File: src/hdl/aabb_pkg.sv
// Shared types, constants and the saturation helper of the box collision resolver.
`timescale 1ns / 1ps

package aabb_pkg;

    // Field widths
    localparam int COORD_BITS = 24;
    localparam int SIZE_BITS  = COORD_BITS - 1;
    localparam int SLOT_BITS  = 4;
    localparam int COUNT_BITS = 5;
    // Sum of corner, size and shift
    localparam int EXT_BITS   = COORD_BITS + 2;
    // Penetration depths and shift candidates before saturation
    localparam int WIDE_BITS  = COORD_BITS + 4;

    // Opcodes of an input item
    localparam logic OP_LOAD    = 1'b0;
    localparam logic OP_RESOLVE = 1'b1;

    // Kinds of a result item
    localparam logic KIND_CONTACT = 1'b0;
    localparam logic KIND_SUMMARY = 1'b1;

    // Register word index (paddr[2])
    localparam logic REG_ACTIVE_COUNT = 1'b0;

    // Saturation bounds in the wide format
    localparam logic signed [WIDE_BITS-1:0] COORD_MAX_W =
        {{(WIDE_BITS-COORD_BITS+1){1'b0}}, {(COORD_BITS-1){1'b1}}};
    localparam logic signed [WIDE_BITS-1:0] COORD_MIN_W =
        {{(WIDE_BITS-COORD_BITS+1){1'b1}}, {(COORD_BITS-1){1'b0}}};

    // Input item
    typedef struct packed {
        logic                         opcode;
        logic [SLOT_BITS-1:0]         slot;
        logic signed [COORD_BITS-1:0] pos_x;
        logic signed [COORD_BITS-1:0] pos_y;
        logic signed [COORD_BITS-1:0] off_x;
        logic signed [COORD_BITS-1:0] off_y;
        logic [SIZE_BITS-1:0]         size_x;
        logic [SIZE_BITS-1:0]         size_y;
        logic                         trigger;
    } t_item;

    // Result item
    typedef struct packed {
        logic                         kind;
        logic [SLOT_BITS-1:0]         other_slot;
        logic                         solid;
        logic signed [COORD_BITS-1:0] shift_x;
        logic signed [COORD_BITS-1:0] shift_y;
        logic                         last;
    } t_result;

    // Classified command handed from front to back
    typedef enum logic [1:0] {
        CK_LOAD,
        CK_SCAN,
        CK_SUMMARY
    } t_cmd_kind;

    typedef struct packed {
        t_cmd_kind                    kind;
        logic [SLOT_BITS-1:0]         slot;
        logic [COUNT_BITS-1:0]        n;
        logic signed [COORD_BITS-1:0] cx;
        logic signed [COORD_BITS-1:0] cy;
        logic [SIZE_BITS-1:0]         w;
        logic [SIZE_BITS-1:0]         h;
        logic                         trg;
    } t_cmd;

    // One stored box
    typedef struct packed {
        logic signed [COORD_BITS-1:0] cx;
        logic signed [COORD_BITS-1:0] cy;
        logic [SIZE_BITS-1:0]         w;
        logic [SIZE_BITS-1:0]         h;
        logic                         trg;
    } t_box;

    // Clamp a wide value to the signed coordinate range
    function automatic logic signed [COORD_BITS-1:0] sat_coord(
        input logic signed [WIDE_BITS-1:0] v
    );
        logic signed [COORD_BITS-1:0] r;
        if (v > COORD_MAX_W) begin
            r = COORD_MAX_W[COORD_BITS-1:0];
        end else if (v < COORD_MIN_W) begin
            r = COORD_MIN_W[COORD_BITS-1:0];
        end else begin
            r = v[COORD_BITS-1:0];
        end
        return r;
    endfunction

endpackage

File: src/hdl/aabb_fifo.sv
// Small register queue used between front and back and on the result side.
`timescale 1ns / 1ps

module aabb_fifo #(
    parameter int WIDTH = 8,
    parameter int DEPTH = 2
) (
    input  logic             i_clk,
    input  logic             i_rst_n,
    input  logic             i_push,
    input  logic [WIDTH-1:0] i_data,
    output logic             o_full,
    input  logic             i_pop,
    output logic [WIDTH-1:0] o_data,
    output logic             o_empty
);

    localparam int PW = (DEPTH > 1) ? $clog2(DEPTH) : 1;
    localparam int CW = $clog2(DEPTH + 1);

    logic [WIDTH-1:0] r_mem [DEPTH];
    logic [PW-1:0]    r_wp, r_rp, n_wp, n_rp;
    logic [CW-1:0]    r_cnt, n_cnt;
    logic             do_push, do_pop;

    assign o_full  = (r_cnt == CW'(DEPTH));
    assign o_empty = (r_cnt == '0);
    assign o_data  = r_mem[r_rp];
    assign do_push = i_push & ~o_full;
    assign do_pop  = i_pop & ~o_empty;

    // Pointer and count update
    always_comb begin
        n_wp  = r_wp;
        n_rp  = r_rp;
        n_cnt = r_cnt;
        if (do_push) begin
            n_wp = (r_wp == PW'(DEPTH - 1)) ? '0 : r_wp + 1'b1;
        end
        if (do_pop) begin
            n_rp = (r_rp == PW'(DEPTH - 1)) ? '0 : r_rp + 1'b1;
        end
        if (do_push && !do_pop) begin
            n_cnt = r_cnt + 1'b1;
        end else if (!do_push && do_pop) begin
            n_cnt = r_cnt - 1'b1;
        end
    end

    always_ff @(posedge i_clk) begin
        if (!i_rst_n) begin
            r_wp  <= '0;
            r_rp  <= '0;
            r_cnt <= '0;
        end else begin
            r_wp  <= n_wp;
            r_rp  <= n_rp;
            r_cnt <= n_cnt;
        end
        if (do_push) begin
            r_mem[r_wp] <= i_data;
        end
    end

endmodule

File: src/hdl/aabb_fe.sv
// Front part: accepts items, forms box corners and classifies each item.
`timescale 1ns / 1ps

module aabb_fe #(
    parameter int MAX_BOXES = 16
) (
    input  logic                                i_clk,
    input  logic                                i_rst_n,
    input  logic                                i_push,
    output logic                                o_full,
    input  aabb_pkg::t_item                     i_item,
    input  logic [aabb_pkg::COUNT_BITS-1:0]     i_active_count,
    output logic                                o_cmd_push,
    output aabb_pkg::t_cmd                      o_cmd,
    input  logic                                i_cmd_full
);

    logic                                     r_vld, n_vld;
    aabb_pkg::t_cmd                           r_cmd, n_cmd;
    logic                                     accept, keep;
    logic [aabb_pkg::COUNT_BITS-1:0]          lim;
    logic signed [aabb_pkg::WIDE_BITS-1:0]    sum_x, sum_y;

    // One item held; it moves on whenever the command queue has room
    assign o_full     = r_vld & i_cmd_full;
    assign accept     = i_push & ~o_full;
    assign o_cmd_push = r_vld & ~i_cmd_full;
    assign o_cmd      = r_cmd;

    // Effective count of active slots
    assign lim = (32'(i_active_count) > MAX_BOXES) ?
                 aabb_pkg::COUNT_BITS'(MAX_BOXES) : i_active_count;

    assign sum_x = aabb_pkg::WIDE_BITS'(i_item.pos_x) + aabb_pkg::WIDE_BITS'(i_item.off_x);
    assign sum_y = aabb_pkg::WIDE_BITS'(i_item.pos_y) + aabb_pkg::WIDE_BITS'(i_item.off_y);

    // Classify: valid load, dropped load, scan, or summary only
    always_comb begin
        n_cmd.slot = i_item.slot;
        n_cmd.n    = lim;
        n_cmd.cx   = aabb_pkg::sat_coord(sum_x);
        n_cmd.cy   = aabb_pkg::sat_coord(sum_y);
        n_cmd.w    = i_item.size_x;
        n_cmd.h    = i_item.size_y;
        n_cmd.trg  = i_item.trigger;
        keep       = 1'b1;
        if (i_item.opcode == aabb_pkg::OP_LOAD) begin
            n_cmd.kind = aabb_pkg::CK_LOAD;
            keep       = (32'(i_item.slot) < MAX_BOXES);
        end else if (aabb_pkg::COUNT_BITS'(i_item.slot) < lim) begin
            n_cmd.kind = aabb_pkg::CK_SCAN;
        end else begin
            n_cmd.kind = aabb_pkg::CK_SUMMARY;
        end
    end

    always_comb begin
        if (accept) begin
            n_vld = keep;
        end else if (o_cmd_push) begin
            n_vld = 1'b0;
        end else begin
            n_vld = r_vld;
        end
    end

    always_ff @(posedge i_clk) begin
        if (!i_rst_n) begin
            r_vld <= 1'b0;
        end else begin
            r_vld <= n_vld;
        end
        if (accept) begin
            r_cmd <= n_cmd;
        end
    end

endmodule

File: src/hdl/aabb_be.sv
// Back part: box memory and the sequencer that scans later slots and pushes results.
`timescale 1ns / 1ps

module aabb_be #(
    parameter int MAX_BOXES = 16
) (
    input  logic              i_clk,
    input  logic              i_rst_n,
    input  aabb_pkg::t_cmd    i_cmd,
    input  logic              i_cmd_empty,
    output logic              o_cmd_pop,
    output aabb_pkg::t_result o_res,
    output logic              o_res_push,
    input  logic              i_res_full
);

    localparam int AW  = $clog2(MAX_BOXES);
    localparam int CB  = aabb_pkg::COORD_BITS;
    localparam int EB  = aabb_pkg::EXT_BITS;
    localparam int WB  = aabb_pkg::WIDE_BITS;
    localparam int NB  = aabb_pkg::COUNT_BITS;

    typedef enum logic [2:0] {
        ST_IDLE,
        ST_ACAP,
        ST_SUMS,
        ST_OVL,
        ST_ABS,
        ST_UPD,
        ST_SUM
    } t_state;

    t_state                  r_state, n_state;
    logic [NB-1:0]           r_j, n_j, r_n, n_n, j_inc;
    logic signed [CB-1:0]    r_sx, r_sy, n_sx, n_sy, upd_x, upd_y;
    logic                    last_j;

    // Box memory, one read port with registered data
    aabb_pkg::t_box          r_mem [MAX_BOXES];
    aabb_pkg::t_box          r_rd_box, wr_box;
    logic [AW-1:0]           rd_addr;
    logic                    mem_we;

    // Datapath registers
    logic signed [EB-1:0]    r_acx, r_acxw, r_acy, r_acyh;
    logic                    r_atrg, r_btrg;
    logic signed [EB-1:0]    r_ax, r_axw, r_bx, r_bxw;
    logic signed [EB-1:0]    r_ay, r_ayh, r_by, r_byh;
    logic signed [WB-1:0]    r_ox, r_oy, abs_ox, abs_oy;
    logic                    r_hit, r_solid, r_xle;
    logic signed [CB-1:0]    r_nsx, r_nsy;

    assign j_inc  = r_j + 1'b1;
    assign last_j = (j_inc >= r_n);

    assign wr_box.cx  = i_cmd.cx;
    assign wr_box.cy  = i_cmd.cy;
    assign wr_box.w   = i_cmd.w;
    assign wr_box.h   = i_cmd.h;
    assign wr_box.trg = i_cmd.trg;

    // Shift after this contact: only a solid pair moves box A, along one axis
    assign upd_x = (r_solid && r_xle)  ? r_nsx : r_sx;
    assign upd_y = (r_solid && !r_xle) ? r_nsy : r_sy;

    assign abs_ox = (r_ox < 0) ? -r_ox : r_ox;
    assign abs_oy = (r_oy < 0) ? -r_oy : r_oy;

    // Sequencer next state and result drive
    always_comb begin
        n_state          = r_state;
        n_j              = r_j;
        n_n              = r_n;
        n_sx             = r_sx;
        n_sy             = r_sy;
        o_cmd_pop        = 1'b0;
        mem_we           = 1'b0;
        o_res_push       = 1'b0;
        rd_addr          = AW'(r_j);
        o_res.kind       = aabb_pkg::KIND_CONTACT;
        o_res.other_slot = aabb_pkg::SLOT_BITS'(r_j);
        o_res.solid      = r_solid;
        o_res.shift_x    = upd_x;
        o_res.shift_y    = upd_y;
        o_res.last       = 1'b0;
        case (r_state)
            ST_IDLE: begin
                rd_addr = AW'(i_cmd.slot);
                if (!i_cmd_empty) begin
                    o_cmd_pop = 1'b1;
                    n_sx      = '0;
                    n_sy      = '0;
                    n_j       = NB'(i_cmd.slot);
                    n_n       = i_cmd.n;
                    case (i_cmd.kind)
                        aabb_pkg::CK_LOAD:    mem_we  = 1'b1;
                        aabb_pkg::CK_SCAN:    n_state = ST_ACAP;
                        aabb_pkg::CK_SUMMARY: n_state = ST_SUM;
                        default:              n_state = ST_IDLE;
                    endcase
                end
            end
            ST_ACAP: begin
                rd_addr = AW'(j_inc);
                n_j     = j_inc;
                n_state = last_j ? ST_SUM : ST_SUMS;
            end
            ST_SUMS: n_state = ST_OVL;
            ST_OVL:  n_state = ST_ABS;
            ST_ABS:  n_state = ST_UPD;
            ST_UPD: begin
                rd_addr = AW'(j_inc);
                if (!r_hit) begin
                    n_j     = j_inc;
                    n_state = last_j ? ST_SUM : ST_SUMS;
                end else if (!i_res_full) begin
                    o_res_push = 1'b1;
                    n_sx       = upd_x;
                    n_sy       = upd_y;
                    n_j        = j_inc;
                    n_state    = last_j ? ST_SUM : ST_SUMS;
                end
            end
            ST_SUM: begin
                o_res.kind       = aabb_pkg::KIND_SUMMARY;
                o_res.other_slot = '0;
                o_res.solid      = 1'b0;
                o_res.shift_x    = r_sx;
                o_res.shift_y    = r_sy;
                o_res.last       = 1'b1;
                if (!i_res_full) begin
                    o_res_push = 1'b1;
                    n_state    = ST_IDLE;
                end
            end
            default: n_state = ST_IDLE;
        endcase
    end

    // Sequencer state and run registers
    always_ff @(posedge i_clk) begin
        if (!i_rst_n) begin
            r_state <= ST_IDLE;
        end else begin
            r_state <= n_state;
        end
        r_j  <= n_j;
        r_n  <= n_n;
        r_sx <= n_sx;
        r_sy <= n_sy;
    end

    // Box memory
    always_ff @(posedge i_clk) begin
        if (mem_we) begin
            r_mem[AW'(i_cmd.slot)] <= wr_box;
        end
        r_rd_box <= r_mem[rd_addr];
    end

    // Overlap datapath, one stage per state
    always_ff @(posedge i_clk) begin
        case (r_state)
            ST_ACAP: begin
                r_acx  <= EB'(r_rd_box.cx);
                r_acxw <= EB'(r_rd_box.cx) + EB'($signed({1'b0, r_rd_box.w}));
                r_acy  <= EB'(r_rd_box.cy);
                r_acyh <= EB'(r_rd_box.cy) + EB'($signed({1'b0, r_rd_box.h}));
                r_atrg <= r_rd_box.trg;
            end
            ST_SUMS: begin
                r_ax   <= r_acx + EB'(r_sx);
                r_axw  <= r_acxw + EB'(r_sx);
                r_ay   <= r_acy + EB'(r_sy);
                r_ayh  <= r_acyh + EB'(r_sy);
                r_bx   <= EB'(r_rd_box.cx);
                r_bxw  <= EB'(r_rd_box.cx) + EB'($signed({1'b0, r_rd_box.w}));
                r_by   <= EB'(r_rd_box.cy);
                r_byh  <= EB'(r_rd_box.cy) + EB'($signed({1'b0, r_rd_box.h}));
                r_btrg <= r_rd_box.trg;
            end
            ST_OVL: begin
                r_hit   <= (r_ax < r_bxw) && (r_axw > r_bx) &&
                           (r_ay < r_byh) && (r_ayh > r_by);
                r_solid <= !r_atrg && !r_btrg;
                r_ox    <= (r_ax < r_bx) ? (WB'(r_axw) - WB'(r_bx))
                                         : (WB'(r_ax) - WB'(r_bxw));
                r_oy    <= (r_ay < r_by) ? (WB'(r_ayh) - WB'(r_by))
                                         : (WB'(r_ay) - WB'(r_byh));
            end
            ST_ABS: begin
                // Ties go to x
                r_xle <= (abs_ox <= abs_oy);
                r_nsx <= aabb_pkg::sat_coord(WB'(r_sx) - r_ox);
                r_nsy <= aabb_pkg::sat_coord(WB'(r_sy) - r_oy);
            end
            default: begin
                r_hit <= r_hit;
            end
        endcase
    end

endmodule

File: src/hdl/aabb_collision_resolver_core.sv
// Top level of the 2D box collision resolver: config register, front, queues and back.
//
//  channel    | handshake               | payload
//  -----------+-------------------------+-------------------------------
//  item in    | push / full             | i_item   (aabb_pkg::t_item)
//  result out | pop / empty             | o_result (aabb_pkg::t_result)
//  config     | psel penable pwrite ... | active_count at paddr 0
//
//  A load item passes the front register and is written to box memory with the back
//  sequencer idle. A resolve item of slot s below n (n the effective active count)
//  goes through ST_ACAP, then ST_SUMS, ST_OVL, ST_ABS, ST_UPD for each later slot,
//  then ST_SUM; one with s not below n goes straight to ST_SUM. There are four steps
//  per scanned slot, set by the shift dependence from one compared slot to the next.
//  Reset is synchronous and clears the queues, sequencer and active_count; the
//  box memory is not cleared. A full result queue stalls the sequencer, and
//  full rises once the command queue and the front register are both taken.
`timescale 1ns / 1ps

module aabb_collision_resolver_core #(
    parameter int MAX_BOXES = 16
) (
    input  logic              i_clk,
    input  logic              i_rst_n,
    input  logic              push,
    output logic              full,
    input  aabb_pkg::t_item   i_item,
    output logic              empty,
    input  logic              pop,
    output aabb_pkg::t_result o_result,
    input  logic              psel,
    input  logic              penable,
    input  logic              pwrite,
    input  logic [2:0]        paddr,
    input  logic [31:0]       pwdata,
    output logic [31:0]       prdata,
    output logic              pready
);

    logic [aabb_pkg::COUNT_BITS-1:0] r_active_count;
    logic                            cfg_wr;
    aabb_pkg::t_cmd                  fe_cmd, q_cmd;
    logic                            fe_push, cq_full, cq_empty, be_pop;
    aabb_pkg::t_result               be_res;
    logic                            be_push, rq_full;

    // Configuration register
    assign pready = 1'b1;
    assign cfg_wr = psel & penable & pwrite & pready &
                    (paddr[2] == aabb_pkg::REG_ACTIVE_COUNT);
    assign prdata = (paddr[2] == aabb_pkg::REG_ACTIVE_COUNT) ? 32'(r_active_count) : '0;

    always_ff @(posedge i_clk) begin
        if (!i_rst_n) begin
            r_active_count <= '0;
        end else if (cfg_wr) begin
            r_active_count <= pwdata[aabb_pkg::COUNT_BITS-1:0];
        end
    end

    aabb_fe #(
        .MAX_BOXES(MAX_BOXES)
    ) u_fe (
        .i_clk          (i_clk),
        .i_rst_n        (i_rst_n),
        .i_push         (push),
        .o_full         (full),
        .i_item         (i_item),
        .i_active_count (r_active_count),
        .o_cmd_push     (fe_push),
        .o_cmd          (fe_cmd),
        .i_cmd_full     (cq_full)
    );

    // Command queue between front and back
    aabb_fifo #(
        .WIDTH($bits(aabb_pkg::t_cmd)),
        .DEPTH(2)
    ) u_cmd_q (
        .i_clk   (i_clk),
        .i_rst_n (i_rst_n),
        .i_push  (fe_push),
        .i_data  (fe_cmd),
        .o_full  (cq_full),
        .i_pop   (be_pop),
        .o_data  (q_cmd),
        .o_empty (cq_empty)
    );

    aabb_be #(
        .MAX_BOXES(MAX_BOXES)
    ) u_be (
        .i_clk       (i_clk),
        .i_rst_n     (i_rst_n),
        .i_cmd       (q_cmd),
        .i_cmd_empty (cq_empty),
        .o_cmd_pop   (be_pop),
        .o_res       (be_res),
        .o_res_push  (be_push),
        .i_res_full  (rq_full)
    );

    // Result queue
    aabb_fifo #(
        .WIDTH($bits(aabb_pkg::t_result)),
        .DEPTH(2)
    ) u_res_q (
        .i_clk   (i_clk),
        .i_rst_n (i_rst_n),
        .i_push  (be_push),
        .i_data  (be_res),
        .o_full  (rq_full),
        .i_pop   (pop),
        .o_data  (o_result),
        .o_empty (empty)
    );

endmodule

File: config.mk
export PLATFORM = sky130hd
export DESIGN_NAME = aabb_collision_resolver_core
export DESIGN_NICKNAME = d
export VERILOG_FILES = /design/src/hdl/aabb_pkg.sv /design/src/hdl/aabb_fifo.sv /design/src/hdl/aabb_fe.sv /design/src/hdl/aabb_be.sv /design/src/hdl/aabb_collision_resolver_core.sv
export SDC_FILE = /design/constraint.sdc
export NUM_CORES = 2
export LEC_CHECK = 0
export ABC_AREA = 0
export ABC_CLOCK_PERIOD_IN_PS = 23800
export BUFFER_PORTS_ARGS = -buffer_cell sky130_fd_sc_hd__buf_2
export CORE_MARGIN = 1.5
export CORE_UTILIZATION = 35
export CTS_BUF_LIST = sky130_fd_sc_hd__clkbuf_16
export CTS_CLUSTER_DIAMETER = 200
export DETAILED_ROUTE_END_ITERATION = 10
export GPL_TIMING_DRIVEN = 1
export HOLD_SLACK_MARGIN = 0.02
export PLACE_DENSITY_LB_ADDON = 0.08
export SLEW_MARGIN = 15
export SYNTH_ARGS = -nofsm -noshare
export SYNTH_HDL_FRONTEND = slang
export SYNTH_HIERARCHICAL = 1
export SYNTH_SLANG_ARGS = --single-unit
File: constraint.sdc
create_clock -name i_clk -period 23.8 [get_ports i_clk]
set_input_delay 1.19 -clock i_clk [delete_from_list [all_inputs] [get_ports i_clk]]
set_output_delay 1.19 -clock i_clk [all_outputs]
set_load 0.01 [all_outputs]
# --- After elaboration in Yosys (flattened, before gate mapping) ---
# Memory sizes are Yosys's and may differ from the RTL's. A register that Yosys moved wholly into a read port is not among the register bits.
# Index checks and enable logic that the tools add are counted.
word_totals:
  ram_bits: 1842
  memories: 3
  input_bits: 190
  wordCells: 214
  register_bits: 588
op_classes:
  n_mux: 61
  n_lt_le_gt_ge: 20
  n_addsub: 25
  n_bitwise: 16
  reduce_logical: 31
  n_eq_ne: 16
memory_table:
  columns: ["name", "depth", "width", "rd", "rd_clocked_by_memory_dff", "write_ports", "line_no", "source"]
  rows:
  - ["u_be.r_mem", 16, 95, 1, 1, 1, "aabb_be.sv:39", "aabb_pkg::t_box r_mem [MAX_BOXES];"]
  - ["u_cmd_q.r_mem", 2, 106, 1, 1, 1, "aabb_fifo.sv:21", "logic [WIDTH-1:0] r_mem [DEPTH];"]
  - ["u_res_q.r_mem", 2, 55, 1, 1, 1, "aabb_fifo.sv:21", null]
ops:
  columns: ["cell", "n"]
  rows:
  - ["2-to-1 mux 24 bit", 11]
  - ["adder 24 x 24 -> 25 bit", 6]
  - ["greater-than comparator 28 x 24 -> 1 bit (second input constant)", 4]
  - ["< comparator 28 x 24 -> 1 bit (second input constant)", 4]
  - ["2-to-1 mux 28 bit", 4]
  - ["one-hot mux 24 bit (2 select lines)", 2]
  - ["< comparator 28 x 1 -> 1 bit (second input constant)", 2]
  - ["negation 28 bit", 2]
  - ["subtractor 24 x 28 -> 28 bit", 2]
  - ["2-to-1 mux 55 bit", 1]
  - ["subtractor 26 x 24 -> 27 bit", 2]
  - ["adder 25 x 24 -> 26 bit", 2]
  - ["greater-than comparator 26 x 24 -> 1 bit", 2]
  - ["subtractor 25 x 25 -> 26 bit", 2]
  - ["< comparator 25 x 24 -> 1 bit", 2]
  - ["< comparator 25 bit", 2]
  - ["<= comparator 28 bit", 1]
  - ["2-to-1 mux 5 bit", 5]
  - ["2-to-1 mux 1 bit", 23]
  - ["one-hot mux 3 bit (7 select lines)", 1]
  - ["2-to-1 mux 3 bit", 5]
  - ["one-hot mux 5 bit (3 select lines)", 1]
  - ["bitwise AND 1 bit", 10]
  - ["logical AND 1 bit", 10]
  - ["29 further kinds", 63]

# --- Logic depth before layout (Yosys ltp) ---
depth:
  depth_word: 9
  depth_mapped: 18
  depth_no_buf: 18

# --- Hierarchy ---
# Netlist, hierarchy kept.
by_module_without_submodules:
  columns: ["module", "area_each_um2", "cells_per_inst", "instances"]
  rows:
  - ["aabb_be", 94749.6, 7822, 1]
  - ["aabb_fifo (u_cmd_q)", 8041.5, 355, 1]
  - ["aabb_fe", 6278.5, 559, 1]
  - ["aabb_fifo (u_res_q)", 4217.8, 196, 1]
  - ["aabb_collision_resolver_core", 474.2, 58, 1]

# --- Worst setup path after synthesis ---
# OpenSTA, ideal clock, no wires.
synth_timing:
  path_type: "reg-to-reg"
  from: "register u_be.r_state[2]"
  to: "register u_be.r_ax[0], enable pin"
  slack_ns: 7.471
  period_less_slack_ns: 16.329
  path_stages_with_launch: 4
  path_buffers: 2
  arrival_time_ns: 15.279
  cell_sequence: "dfxtp_1 > clkbuf_1 > clkbuf_1 > nor3b_1"
synth_via:
  elab_chain_len: 1
synth_rtl:
  columns: ["item", "line_no", "source"]
  rows:
  - ["start: declaration", "aabb_be.sv:33", "t_state r_state, n_state;"]
  - ["start signal: assignment", "aabb_be.sv:145", "r_state <= n_state;"]
  - ["equality test 3 x 2 -> 1 bit", "aabb_be.sv:163", "case (r_state)"]
  - ["end signal: assignment", "aabb_be.sv:172", "r_ax <= r_acx + EB'(r_sx);"]
  - ["end: declaration", "aabb_be.sv:47", "logic signed [EB-1:0] r_ax, r_axw, r_bx, r_bxw;"]
# Every way passes these cells.
# A chain may end at the register's enable or synchronous reset.

# --- Worst setup path in the final report ---
layout_timing:
  from: "register u_be.r_state[1]"
  to: "register, netlist name u_be/r_rd_box[69]"
layout_via:
  elab_chain_len: 3
  elab_cells_between_ends: 5
  cone_classes: "eq/ne: 2; mux: 1; reduce/logical: 2"
layout_rtl:
  columns: ["item", "line_no", "source"]
  rows:
  - ["equality test 3 bit / equality test 3 x 1 -> 1 bit (equally long branches)", "aabb_be.sv:86", "case (r_state)"]
  - ["OR reduction 2 bit (no source line)", null, null]
  - ["one-hot mux 4 bit (2 select lines) (*)", "aabb_be.sv:86", null]
# Every way passes the cells marked *; elsewhere a longest branch is shown, timed or not.

==> results_dict.tcl <==
set metrics [dict create \
    first_global_vias 69908 \
    clk_latency_ps 910 \
    ctsHoldBuffers 0 \
    worstPathArrival_ps 7800 \
    grtUsageMet2 0.305 \
    cp_num_cells 13 \
    dieArea_mm2 0.328 \
    portBuffers 222 \
    initial_core_util 0.351 \
    die_h_um 573 \
    die_w_um 573 \
    synthArstFlopShare 0 \
    grt-busiest-layer "met2" \
    status "finished, final reports clean" \
    cts.sinks 2525 \
    ys_ff_latch 2525 \
    syn_avg_cell_area_um2 12.7 \
    cp.buffers_inverters 5 \
    relSlewSlack 0.199 \
    rows 209 \
    crit_path_end_kind "flip-flop" \
    critical_path.top_delay_family "buffers and inverters" \
    whs_path_depth 0 \
    drt_iter0_markers 4935 \
    fin_crit_ps 7030 \
    synth_common_cells "edfxtp_1, nand2_1, nand3_1, a21oi_1, ha_1" \
    root_buffer "clkbuf_16" \
    synth_top_area_frac 0.636 \
    crit_top_cell "buf_4" \
    grt.overflow.total 0 \
    holdCritPathClass "flip-flop to flip-flop" \
    grt_pass1_wl_um 465000 \
    fin_setup_tns_ps 0 \
    path_cells "nor2_1 > a22oi_1 > o21a_4 > buf_4 > buf_4 > buf_12 > buf_4 > buf_4 > nand2_1 > and3_1 > a311oi_1 > a311oi_1 > a21oi_1" \
    ys_types 97 \
    setup_viol 0 \
    synth_area_leaders "edfxtp_1, nand2_1, ha_1" \
    skew_ps 58.5 \
    grtUsageMet1 0.265 \
    use_met3 0.0182 \
    routedWlPerCell_um 23.0 \
    peakVddDrop_mv 0.102 \
    tightestPinTransition_ps 1200 \
    min_period_over_period 0.296 \
    cts_made_buffers 296 \
    critPathRequiredTime_ps 24560 \
    worstSetupPathType "flip-flop to flip-flop" \
    leakage_nw 46.7 \
    total_power_mw 17.8 \
    synth_edf_count 2411 \
    yosysTopAreaCell "edfxtp_1" \
    synth-warning-count 6 \
    ctsLongestPathBuffers 4 \
    syn_inst 8990 \
    powerDensity_mw_per_mm2 138 \
    drc 0 \
    synth.most_common_cell "edfxtp_1" \
    rsz0062_at_grt "no" \
    cts_tree "done" \
    drt_first_pass_iters 5 \
    num_vias 71272 \
    core_area_mm2 0.324 \
    path_max_fanout 151 \
    reg2reg_depth 13 \
    track_usage 0.188 \
    place.gp.congestion 0.839 \
    clock.fmax_ghz 0.142 \
    ant_nets 0 \
    area_delta_synth_final_pct 13.4 \
    max_stage_delay_ps 770 \
    seq_area_frac_synth 0.656 \
    drv_cap 0 \
    ctsHtreeMaxLevel 5 \
    io_pins 280 \
    grt_max_degree 152 \
    ctsResizeCount 0 \
    final-hold-violation-count 0 \
    finalMaxSlewViolations 0 \
    antenna_found_initial 15 \
    via_per_inst 5.17 \
    postCtsSetupRepairBufs 0 \
    cts.clk_slew.worst_paths_ps 60 \
    synth_ff_type "edfxtp_1" \
    critPathLaunchType "flip-flop" \
    nNetsFinal 9849 \
    drive_gt1_frac 0.112 \
    finalWirelength_um 317000 \
    syn-cell-area_mm2 0.114 \
    hpwl_um 196000 \
    slowest_stage "dfxtp_1" \
]
## placed cells by master (no fill, tap or decap), types with 224 or more instances in the layout
cell type,n
xnor2_1,239
ha_1,439
nand3_1,452
inv_1,346
nor2_1,224
a21oi_1,438
a311oi_1,289
edfxtp_1,2411
clkbuf_16,297
nand2_1,1819
## stage by stage
step / utilization / setup WS (ps) / cells / area (um2) / hold slack [ps]
after floorplan: - / 7470 / 9016 / 114000 / 404
after global placement: 0.370 / 16820 / 13231 / 120000 / 418
after detailed placement: 0.370 / 16800 / 13231 / 120000 / 424
after CTS: 0.398 / 16780 / 13773 / 129000 / 359
after global routing: 0.399 / 16290 / 13784 / 129000 / 404
final: 0.399 / 16770 / 13787 / 129000 / 429
## worst paths after layout
kind	slack [ps]	end	from
worst max-delay path	16770	u_be/r_rd_box[69]	u_be/r_state[1]
worst min-delay path	430	u_be/r_atrg	u_be/r_rd_box[0]
worst max register to register	16770	u_be/r_rd_box[69]	u_be/r_state[1]
worst min register to register	430	u_be/r_atrg	u_be/r_rd_box[0]
## final cells by class
| type | count | area [um2] |
|---|---|---|
| diodes | 12 | 30.0 |
| clock buffers | 297 | 7430 |
| clock inverters | 245 | 1870 |
| fillers | 30567 | 195000 |
| inverters | 280 | 1050 |
| multi-input cells | 5764 | 36500 |
| flip-flops and latches | 2525 | 74700 |
| well taps | 4325 | 5410 |
| repair buffers | 339 | 2110 |
## registers in the layout, indices dropped and copies added, names as in the netlist, 25 cells and up, named ones only
name and count:
u_be/r_acyh 25, u_be/r_ax 25, u_fe/o_cmd 106, u_be/r_acxw 25
u_be/r_mem 1520, u_be/r_ayh 26, u_be/r_ay 25, u_be/r_oy 27
u_be/r_bxw 25, u_be/r_rd_box 95, u_be/r_byh 25, u_be/r_ox 27
u_be/r_axw 26, u_res_q/r_mem 110, u_cmd_q/r_mem 212
## worst register-to-register path: stages (launching register included)
cell and delay (ps):
dfxtp_1 770, nor2_1 330, a22oi_1 440, o21a_4 710, buf_4 760, buf_4 650, buf_12 520, buf_4 1060
buf_4 730, nand2_1 140, and3_1 200, a311oi_1 250, a311oi_1 90, a21oi_1 290
## cell families (layout without fill, tap and decap cells)
group	Yosys count	count (layout)	share of synthesized area
AO/OA/AOI/OAI	1595	1595	0.0942
multiplexers	232	232	0.0242
buffers and inverters	727	1161	0.0264
AND/OR/NAND/NOR	3109	3109	0.121
other	4	42	0.000132
flip-flops	2525	2525	0.656
XOR/XNOR	341	341	0.0263
adder cells (fa/ha/maj)	457	457	0.0511
## power by group
part / switching (mW) / internal (mW)
clock: 1.84 / 2.49
sequential: 0.443 / 5.84
combinational: 4.84 / 2.35
## per-layer routing
| metal | vias up | share of wire |
|---|---|---|
| met5 | - | 0.000041 |
| met4 | 2 | 0.029 |
| met3 | 418 | 0.036 |
| met2 | 1437 | 0.46 |
| met1 | 35596 | 0.47 |
| li1 | 33819 | - |
Note: power is estimated with default switching activity, not from simulation.
